`config.mk`:
```
export PLATFORM = sky130hd
export DESIGN_NAME = scratchpad_crc8_temperature_check
export DESIGN_NICKNAME = d
export VERILOG_FILES = /design/src/scc_pkg.sv /design/src/scc_frame_core.sv /design/src/scc_out_buf.sv /design/src/scratchpad_crc8_temperature_check.sv
export SDC_FILE = /design/constraint.sdc
export NUM_CORES = 1
export LEC_CHECK = 0
export ABC_CLOCK_PERIOD_IN_PS = 4500
export BUFFER_PORTS_ARGS = -buffer_cell sky130_fd_sc_hd__buf_2
export CORE_ASPECT_RATIO = 0.8
export CORE_MARGIN = 8
export CORE_UTILIZATION = 40
export DETAILED_ROUTE_END_ITERATION = 10
export SLEW_MARGIN = 0
export SYNTH_ARGS = -nofsm -noshare
export SYNTH_HDL_FRONTEND = slang
export SYNTH_HIERARCHICAL = 1
export SYNTH_SLANG_ARGS = --single-unit
export TNS_END_PERCENT = 10
```
`constraint.sdc`:
```
create_clock -name i_clk -period 4.5 [get_ports i_clk]
set_clock_uncertainty 0.05 [all_clocks]
set_input_delay 1.125 -clock i_clk [delete_from_list [all_inputs] [get_ports i_clk]]
set_output_delay 1.125 -clock i_clk [all_outputs]
set_load 0.01 [all_outputs]
```
`src/scc_pkg.sv`:
```
package scc_pkg;

    localparam int unsigned FRAME_BYTES  = 9;
    localparam int unsigned POS_W        = 4;
    localparam logic [7:0]  CRC_POLY_REF = 8'h8C;
    localparam logic [7:0]  WARMUP_RESET = 8'd2;
    localparam logic [7:0]  COUNT_MAX    = 8'hFF;

    localparam logic [POS_W-1:0] POS_FIRST = POS_W'(0);
    localparam logic [POS_W-1:0] POS_HIGH  = POS_W'(1);
    localparam logic [POS_W-1:0] POS_CHECK = POS_W'(FRAME_BYTES - 1);
    localparam logic [POS_W-1:0] POS_LIMIT = POS_W'(FRAME_BYTES);

    typedef enum logic [1:0] {
        ST_TEMP_OK  = 2'd0,
        ST_CRC_ERR  = 2'd1,
        ST_WARMUP   = 2'd2
    } t_status;

    typedef struct packed {
        logic [7:0] data_byte;
        logic       frame_start;
    } t_in_item;

    typedef struct packed {
        logic signed [15:0] temperature_sixteenths;
        t_status            status;
    } t_out_item;

    typedef struct packed {
        logic      valid;
        t_out_item item;
    } t_result;

    // reflected CRC-8, one byte
    function automatic logic [7:0] crc8_step(input logic [7:0] crc, input logic [7:0] data);
        logic [7:0] c;
        c = crc ^ data;
        for (int k = 0; k < 8; k++) begin
            if (c[0]) begin
                c = (c >> 1) ^ CRC_POLY_REF;
            end else begin
                c = c >> 1;
            end
        end
        return c;
    endfunction

endpackage

```
`src/scc_frame_core.sv`:
```
module scc_frame_core
    import scc_pkg::*;
(
    input  logic     i_clk,
    input  logic     i_rst_n,
    input  logic     i_cfg_wr_en,
    input  logic [7:0] i_cfg_wr_data,
    input  logic     i_step,
    input  t_in_item i_item,
    output t_result  o_result
);

    logic [7:0]       r_warmup;
    logic [7:0]       r_crc;
    logic [POS_W-1:0] r_pos;
    logic [7:0]       r_temp_lo;
    logic [7:0]       r_temp_hi;
    logic [7:0]       r_good_cnt;

    logic [7:0]       n_crc;
    logic [POS_W-1:0] n_pos;
    logic [7:0]       n_temp_lo;
    logic [7:0]       n_temp_hi;
    logic [7:0]       n_good_cnt;

    logic [POS_W-1:0] pos_eff;
    logic [7:0]       crc_base;
    logic             report;

    assign pos_eff  = (i_item.frame_start || (r_pos >= POS_LIMIT)) ? POS_FIRST : r_pos;
    assign crc_base = (pos_eff == POS_FIRST) ? 8'd0 : r_crc;
    assign report   = (r_good_cnt >= r_warmup);

    always_comb begin
        n_crc      = r_crc;
        n_pos      = r_pos;
        n_temp_lo  = r_temp_lo;
        n_temp_hi  = r_temp_hi;
        n_good_cnt = r_good_cnt;
        o_result   = '0;
        if (i_step) begin
            if (pos_eff < POS_CHECK) begin
                if (pos_eff == POS_FIRST) begin
                    n_temp_lo = i_item.data_byte;
                end
                if (pos_eff == POS_HIGH) begin
                    n_temp_hi = i_item.data_byte;
                end
                n_crc = crc8_step(crc_base, i_item.data_byte);
                n_pos = pos_eff + POS_W'(1);
            end else begin
                n_pos          = POS_FIRST;
                n_crc          = 8'd0;
                o_result.valid = 1'b1;
                if (crc_base != i_item.data_byte) begin
                    o_result.item.status = ST_CRC_ERR;
                end else begin
                    if (r_good_cnt != COUNT_MAX) begin
                        n_good_cnt = r_good_cnt + 8'd1;
                    end
                    if (report) begin
                        o_result.item.status                 = ST_TEMP_OK;
                        o_result.item.temperature_sixteenths = {r_temp_hi, r_temp_lo};
                    end else begin
                        o_result.item.status = ST_WARMUP;
                    end
                end
            end
        end
    end

    always_ff @(posedge i_clk) begin
        if (!i_rst_n) begin
            r_warmup   <= WARMUP_RESET;
            r_crc      <= 8'd0;
            r_pos      <= POS_FIRST;
            r_temp_lo  <= 8'd0;
            r_temp_hi  <= 8'd0;
            r_good_cnt <= 8'd0;
        end else begin
            if (i_cfg_wr_en) begin
                r_warmup <= i_cfg_wr_data;
            end
            r_crc      <= n_crc;
            r_pos      <= n_pos;
            r_temp_lo  <= n_temp_lo;
            r_temp_hi  <= n_temp_hi;
            r_good_cnt <= n_good_cnt;
        end
    end

endmodule

```
`src/scc_out_buf.sv`:
```
module scc_out_buf
    import scc_pkg::*;
(
    input  logic      i_clk,
    input  logic      i_rst_n,
    input  t_result   i_result,
    output logic      o_has_space,
    output logic      o_out_valid,
    input  logic      i_out_ready,
    output t_out_item o_out_item
);

    t_out_item  r_buf [2];
    logic       r_wr_ptr;
    logic       r_rd_ptr;
    logic [1:0] r_count;

    logic push;
    logic pop;

    assign o_has_space = (r_count != 2'd2);
    assign o_out_valid = (r_count != 2'd0);
    assign o_out_item  = r_buf[r_rd_ptr];
    assign push        = i_result.valid;
    assign pop         = o_out_valid && i_out_ready;

    always_ff @(posedge i_clk) begin
        if (push) begin
            r_buf[r_wr_ptr] <= i_result.item;
        end
    end

    always_ff @(posedge i_clk) begin
        if (!i_rst_n) begin
            r_wr_ptr <= 1'b0;
            r_rd_ptr <= 1'b0;
            r_count  <= 2'd0;
        end else begin
            if (push) begin
                r_wr_ptr <= ~r_wr_ptr;
            end
            if (pop) begin
                r_rd_ptr <= ~r_rd_ptr;
            end
            case ({push, pop})
                2'b10:   r_count <= r_count + 2'd1;
                2'b01:   r_count <= r_count - 2'd1;
                default: r_count <= r_count;
            endcase
        end
    end

endmodule

```
`src/scratchpad_crc8_temperature_check.sv`:
```
// Scratchpad CRC-8 temperature check.
// Input channel (i_in_valid / o_in_ready, i_in_item): one scratchpad byte per
// item, frame_start marks byte 0 of a nine-byte frame. Unmarked bytes after a
// ninth byte start the next frame.
// Output channel (o_out_valid / i_out_ready, o_out_item): one item per ninth
// byte: temperature in 1/16 degree with status OK, or status CRC error or
// warm-up discard with temperature 0.
// Config: i_cfg_wr_en / i_cfg_wr_data write warmup_frames (reset 2); write
// only while idle.
// Path: a result passes the input register, then frame logic into a
// two-entry output buffer, and is valid once it is in that buffer.
// Throughput: one byte per cycle; the output buffer space seen from the
// registered buffer count is the only thing that holds the input register.
// Receiver stall: the buffer fills, then the input register holds and
// o_in_ready drops; no item is lost.
// Reset (synchronous, active low): frame position, CRC, temperature bytes,
// good-frame count clear, both buffers empty; warmup_frames returns to 2.
module scratchpad_crc8_temperature_check
    import scc_pkg::*;
(
    input  logic      i_clk,
    input  logic      i_rst_n,
    input  logic      i_cfg_wr_en,
    input  logic [7:0] i_cfg_wr_data,
    input  logic      i_in_valid,
    output logic      o_in_ready,
    input  t_in_item  i_in_item,
    output logic      o_out_valid,
    input  logic      i_out_ready,
    output t_out_item o_out_item
);

    logic     r_in_valid;
    t_in_item r_in_item;
    logic     has_space;
    logic     advance;
    t_result  result;

    assign advance    = r_in_valid && has_space;
    assign o_in_ready = !r_in_valid || advance;

    always_ff @(posedge i_clk) begin
        if (!i_rst_n) begin
            r_in_valid <= 1'b0;
        end else if (o_in_ready) begin
            r_in_valid <= i_in_valid;
        end
    end

    always_ff @(posedge i_clk) begin
        if (o_in_ready && i_in_valid) begin
            r_in_item <= i_in_item;
        end
    end

    scc_frame_core u_core (
        .i_clk         (i_clk),
        .i_rst_n       (i_rst_n),
        .i_cfg_wr_en   (i_cfg_wr_en),
        .i_cfg_wr_data (i_cfg_wr_data),
        .i_step        (advance),
        .i_item        (r_in_item),
        .o_result      (result)
    );

    scc_out_buf u_out_buf (
        .i_clk       (i_clk),
        .i_rst_n     (i_rst_n),
        .i_result    (result),
        .o_has_space (has_space),
        .o_out_valid (o_out_valid),
        .i_out_ready (i_out_ready),
        .o_out_item  (o_out_item)
    );

endmodule
```
# --- After elaboration in Yosys (flattened, before gate mapping) ---
# Memories as Yosys holds them, arrays and structs flattened. A register that Yosys moved wholly into a read port is not among the register bits.
# Index checks and enable logic that the tools add are counted.
op_classes:
  add_sub_neg: 4
  n_lt_le_gt_ge: 3
  n_eq_ne: 6
  mux: 37
  bitwise: 13
  n_reduce_logical: 12
op_table:
  columns: ["op", "count"]
  rows:
  - ["$mux W8", 24]
  - ["$mux W19", 2]
  - ["$mux W16", 2]
  - ["$not A2 Y3", 8]
  - ["$add A8 B1 Y8 const B", 1]
  - ["$ge A8 B8 Y1", 1]
  - ["$mux W4", 2]
  - ["$ne A8 B8 Y1", 1]
  - ["$ne A8 B8 Y1 const B", 1]
  - ["$xor A8 B8 Y8", 1]
  - ["$reduce_and A3 Y1", 2]
  - ["$add A4 B1 Y4 const B", 1]
  - ["$eq A4 B1 Y1 const B", 1]
  - ["$ge A4 B4 Y1 const B", 1]
  - ["$logic_not A4 Y1", 1]
  - ["$lt A4 B4 Y1 const B", 1]
  - ["$mux W1", 4]
  - ["$mux W2", 2]
  - ["$not A1 Y1", 4]
  - ["$pmux W2 S2", 1]
  - ["$reduce_and A4 Y1", 1]
  - ["$reduce_bool A2 Y1", 2]
  - ["$logic_and A1 B1 Y1", 3]
  - ["$add A2 B1 Y2 const B", 1]
  - ["other kinds (6)", 7]
word_totals:
  reg_bits: 58
  ram_bits: 36
  inputBits: 22
  output_inout_bits: 20
  word_cells: 88
  memories: 1
mem_list:
  columns: ["memory", "depth", "width", "read_ports", "rd_clocked_by_memory_dff", "wr", "line", "source"]
  rows:
  - ["u_out_buf.r_buf", 2, 18, 1, 1, 1, "scc_out_buf.sv:13", "t_out_item r_buf [2];"]

# --- Logic depth before layout (Yosys ltp) ---
depth:
  depth_word: 37
  ltp_mapped: 14
  ltp_nobuf: 11

# --- Hierarchy ---
# Netlist, hierarchy kept.
modules_own_cells:
  columns: ["mod", "instances", "cells_per_inst", "area_each_um2", "seq_area_each_um2"]
  rows:
  - ["scc_frame_core", 1, 321, 2844.0, 880.8]
  - ["scc_out_buf", 1, 79, 1519.0, 1181.1]
  - ["scratchpad_crc8_temperature_check", 1, 15, 335.3, 290.3]

# --- Worst setup path before layout ---
# Ideal clock, no wire load.
synth_path:
  path_kind: "register to register"
  startpoint: "reg u_core.r_pos[0]"
  endpoint: "reg u_core.r_crc[7]"
  setup_time_ns: 0.122
  arrival_time_ns: 3.241
  required_ns: 4.328
  setup_slack_ns: 1.087
  path_stages_with_launch: 13
  path_buffers: 1
  period_less_slack_ns: 3.413
  cell_sequence: "dfxtp_1 -> or3_1 -> a21oi_1 -> and2_1 -> inv_1 -> ha_1 -> and2_1 -> clkbuf_1 -> a311oi_2 -> xnor2_1 -> xnor3_1 -> and4_1 -> a311o_1"
synth_via:
  elab_chain_len: 31
  word_cells_on_any_way: 34
  cone_classes: "order compare: 2; mux: 25; bitwise: 5; reduce/logical: 2"
synth_rtl:
  columns: ["element", "line", "source"]
  rows:
  - ["from (decl)", "scc_frame_core.sv:15", "logic [POS_W-1:0] r_pos;"]
  - ["from (signal assigned)", "scc_frame_core.sv:85", "r_pos <= n_pos;"]
  - ["$ge A4 B4 Y1", "scc_frame_core.sv:30", "assign pos_eff = (i_item.frame_start || (r_pos >= POS_LIMIT)) ? POS_FIRST : r_pos;"]
  - ["$logic_or A1 B1 Y1", "scc_frame_core.sv:30", null]
  - ["$mux W4 (*)", "scc_frame_core.sv:30", null]
  - ["$logic_not A4 Y1", "scc_frame_core.sv:31", "assign crc_base = (pos_eff == POS_FIRST) ? 8'd0 : r_crc;"]
  - ["$mux W8", "scc_frame_core.sv:31", null]
  - ["$xor A8 B8 Y8", "scc_pkg.sv:38", "c = crc ^ data;"]
  - ["$mux W8 or $not A2 Y3 (tied branches)", null, null]
  - ["$mux W8, on equally long branches", "scc_frame_core.sv:42, scc_pkg.sv:40", null]
  - ["(+15 left out)", null, null]
  - ["$mux W8", "scc_pkg.sv:40", "if (c[0]) begin"]
  - ["$mux W8", "scc_frame_core.sv:42", "if (pos_eff < POS_CHECK) begin"]
  - ["$mux W8", "scc_frame_core.sv:41", "if (i_step) begin"]
  - ["$mux W8", "scc_pkg.sv:40", null]
  - ["$mux W8", "scc_frame_core.sv:42", null]
  - ["$mux W8", "scc_frame_core.sv:41", null]
  - ["$mux W8", "scc_pkg.sv:40", null]
  - ["$mux W8 (*)", "scc_frame_core.sv:42", null]
  - ["to (signal assigned)", "scc_frame_core.sv:84", "r_crc <= n_crc;"]
  - ["to (decl)", "scc_frame_core.sv:14", "logic [7:0] r_crc;"]
# Every way passes the cells marked *; elsewhere a longest branch is shown, timed or not. The select of a mux whose other input is x is not followed.
# A chain may end at the register's enable or synchronous reset.

==> summary.md <==
| Metric | Value |
|---|---|
| Critical path launch point type | register |
| Share of the synthesized area in the top cell type | 28.8% |
| Total track usage | 12.7% |
| Layout Nets | 478 |
| Diode count | 0 |
| CTS Hold Bufs | 0 |
| Synth async-reset ratio | 0% |
| Slew @ Worst Pin | 0.913 ns |
| Leak | 1.99 nW |
| Fmax | 248 MHz |
| RSZ-0062 raised after global routing | false |
| Initial detailed-routing violation count | 294 |
| Fin crit share | 89.7% |
| Die H | around 110 um |
| Initial Util | 40.9% |
| GR Layer Usage met2 | roughly a fifth |
| Die extent in x | between 100 and 150 um |
| First drt pass iteration count | 5 |
| Final Non-Filler Cells | 596 |
| Post-detail-place hpwl | 6.56 mm |
| Flops & latches, synth | 95 |
| Status | completed |
| Final wirelength | 9.62 mm |
| I/O Buffers | 41 |
| # IOs | 42 |
| Setup CP Type | register to register |
| XOR/XNOR Fraction of Synth Area | under 10% |
| Clock Latency Late Sink | 0.33 ns |
| Setup-failing EPs final | 0 |
| Met1 Use GR | 18.2% |
| Gr busiest metal | met2 |
| Max_cap viols | 0 |
| Sequential share of the synthesized area | 50.1% |
| TritonCTS clock tree | built |
| Complex-gate fraction of the synthesized area | roughly a tenth |
| Syn-to-layout area delta | 12.1% |
| Via density | ~5.4 |
| Share of layout cells above drive strength 1 | between 15 and 20% |
| Slew margin rel. | 39.1% |
| Main combinational cell family by area after synthesis | simple AND/OR/NAND/NOR gates |
| Clk buf depth | 2 |
| H-tree levels | 3 |
| Root Driver | clkbuf_16 |
| Filler cell count | 1,066 |
| Cells after synthesis | slightly above 400 |
| Largest net degree at the start of global routing | 22 |
| Top_reg_cell synth | dfxtp_1 |
| Worst ir drop on vdd | 0.189 mV |
| Core ar. | 0.0115 mm^2 |
| Mapped Avg Cell Area | around 11 um^2 |
| Synth cell types | 61 |
| CTS Buf Count | 9 |
| Cell Pwr Density | around 340 mW/mm^2 |
| Routed Antenna Nets | 0 |
| Final TNS setup | 0 ns |
| Cell Count Post-Placement | 580 |
| Area leader, netlist | edfxtp_1 |
| Fin. max-slew vios | 0 |
| Multiplexer share of the synthesized area | 8.15% |
| Die ar. | 0.0155 mm^2 |
| Met3 Track Usage GR | under 10% |
| Synth area leaders | edfxtp_1 29%, dfxtp_1 21%, mux2i_1 3.8%, ha_1 3.5%, nor4b_2 3.2% |
| Crit. End Element | register |
| First-pass GRT wire length | 15.8 mm |
| Final Hold Vio Count | 0 |
| Setup bufs post-CTS | 0 |
| Post-synth net total | 450 |
| CP Data Arrival Time | 4.08 ns |
| Initial antenna violation count | 0 |
| Yosys warns | 6 |
| Clock sinks | 95 |
| Req. time, crit path | 4.55 ns |
| Crit-path max FO | 17 |
| Post-Synthesis Cell Area | 0.00470 mm^2 |
| Total grt overflow | 0 |
| WL/cell | about 16 um |
| Vias | ~3.2k |
| Adder-Cell Fraction of Synth Area | roughly 3.5% |
| Vias in the first global route | 3,045 |
| Drt drc | 0 |
| Clock-pin slew on the worst setup and hold paths | 0.07 ns |
| Worst hold-check path type | register to register |
| Placer Congestion | 0.807 |
| EDFF count, synth | between 40 and 50 |
| Tmin final | 4.04 ns |
| Synth Area in Simple Gates | 17.4% |
| Rows | 35 |
worst paths after layout:
check                              startpoint                               end  slack [ns]  cells past startpoint
max reg2reg      u_core/r_pos[0]$_SDFFE_PN0P_   u_out_buf/r_buf[0][4]$_DFFE_PP_        0.46                     11
min          u_core/r_temp_lo[4]$_SDFFE_PN0P_  u_core/r_temp_lo[4]$_SDFFE_PN0P_        0.40                      2
min reg2reg  u_core/r_temp_lo[4]$_SDFFE_PN0P_  u_core/r_temp_lo[4]$_SDFFE_PN0P_        0.40                      2
max              u_core/r_pos[0]$_SDFFE_PN0P_   u_out_buf/r_buf[0][4]$_DFFE_PP_        0.46                     11
cell families after synthesis:
| group | after synthesis |
|---|---|
| compound gates | 67 |
| xor+xnor | 24 |
| buf+inv | 48 |
| fa+ha+maj | 13 |
| simple gates | 132 |
| flops | 95 |
| mux | 36 |
cell type report:
class / instances / area [um^2] / area share (%)
Clock buffer: 10 / 229 / 4.35
Inverter: 20 / 75.1 / 1.43
Sequential cell: 95 / 2350 / 44.7
Multi-Input combinational cell: 272 / 2140 / 40.6
Timing Repair Buffer: 45 / 235 / 4.47
Tap cell: 148 / 185 / 3.52
Clock inverter: 6 / 52.6 / 0.998
cells in the mapped netlist, types with 7 or more instances:
cell	instances
xnor2_1	15
nand3_1	14
nand2_1	26
a21oi_1	19
nor2_1	31
dfxtp_1	50
inv_1	19
and2_1	7
mux2_1	12
nor4b_2	10
a311oi_1	8
clkbuf_1	16
ha_1	13
edfxtp_1	45
mux2i_1	18
cells in the final DEF, fill, tap and decap left out, types with 5 or more instances in the layout:
cell type | Yosys | layout
dfxtp_1 | 50 | 50
edfxtp_1 | 45 | 45
buf_2 | 5 | 41
nor2_1 | 31 | 31
nand2_1 | 26 | 26
inv_1 | 19 | 19
a21oi_1 | 19 | 18
mux2i_1 | 18 | 18
xnor2_1 | 15 | 15
nand3_1 | 14 | 14
ha_1 | 13 | 13
mux2_1 | 12 | 12
nor4b_2 | 10 | 10
clkbuf_16 | 0 | 9
a311oi_1 | 8 | 8
and2_1 | 7 | 7
nor4b_1 | 6 | 6
or4_1 | 6 | 6
mux2_2 | 6 | 6
nand2b_1 | 5 | 5
a31oi_1 | 5 | 5
o31ai_1 | 5 | 5
a22oi_1 | 5 | 5
sequential cells by signal, indices dropped and copies added (netlist names), 2 cells and up, named ones only:
signal             count
r_in_item              9
u_core/r_crc           8
u_core/r_good_cnt      8
u_core/r_pos           4
u_core/r_temp_hi       8
u_core/r_temp_lo       8
u_core/r_warmup        8
u_out_buf/r_buf       36
u_out_buf/r_count      2
power breakdown:
part	internal (mW)	switching (mW)
clock network	0.384	0.334
registers	0.920	0.0284
logic	0.0683	0.0746
total	1.37	0.437
metrics by stage:
| step | utilization [%] | worst slack [ns] | power [mW] | hold WS, ns | area, um^2 |
|---|---|---|---|---|---|
| after floorplan | - | 1.09 | 1.07 | 0.381 | 4700 |
| after global placement | 43.4 | 0.649 | 1.11 | 0.394 | 4980 |
| after detailed placement | 43.4 | 0.331 | 1.11 | 0.392 | 4980 |
| after CTS | 45.9 | 0.322 | 1.83 | 0.401 | 5260 |
| after global routing | 45.9 | 0.163 | 1.88 | 0.436 | 5270 |
| final | 45.9 | 0.464 | 1.81 | 0.404 | 5270 |
metal layers:
| metal | part of all wire, % | up-vias | wire (um) |
|---|---|---|---|
| met5 | 0 | - | 0 |
| met4 | 0.30 | 0 | 29 |
| met3 | 4.8 | 2 | 460 |
| met2 | 44 | 62 | 4280 |
| met1 | 50 | 1580 | 4850 |
| li1 | - | 1578 | - |
critical path, stage by stage (launching register included):
cell and delay [ns]:
dfxtp_1 0.35, or3_1 0.39, a21oi_2 0.31, and2_1 0.24, inv_1 0.06, ha_1 0.35, and2_1 0.36, a31o_4 0.31
o32ai_1 0.19, nand4_2 0.17, or2_1 0.53, nor4b_1 0.49
what timing repair did:
action | 4_1_cts | 5_1_grt
setup endpoints to repair | 0 | 6
resized for setup | 0 | 1
hold endpoints to repair | 0 | 0
Power figures use the tool's default switching activity.
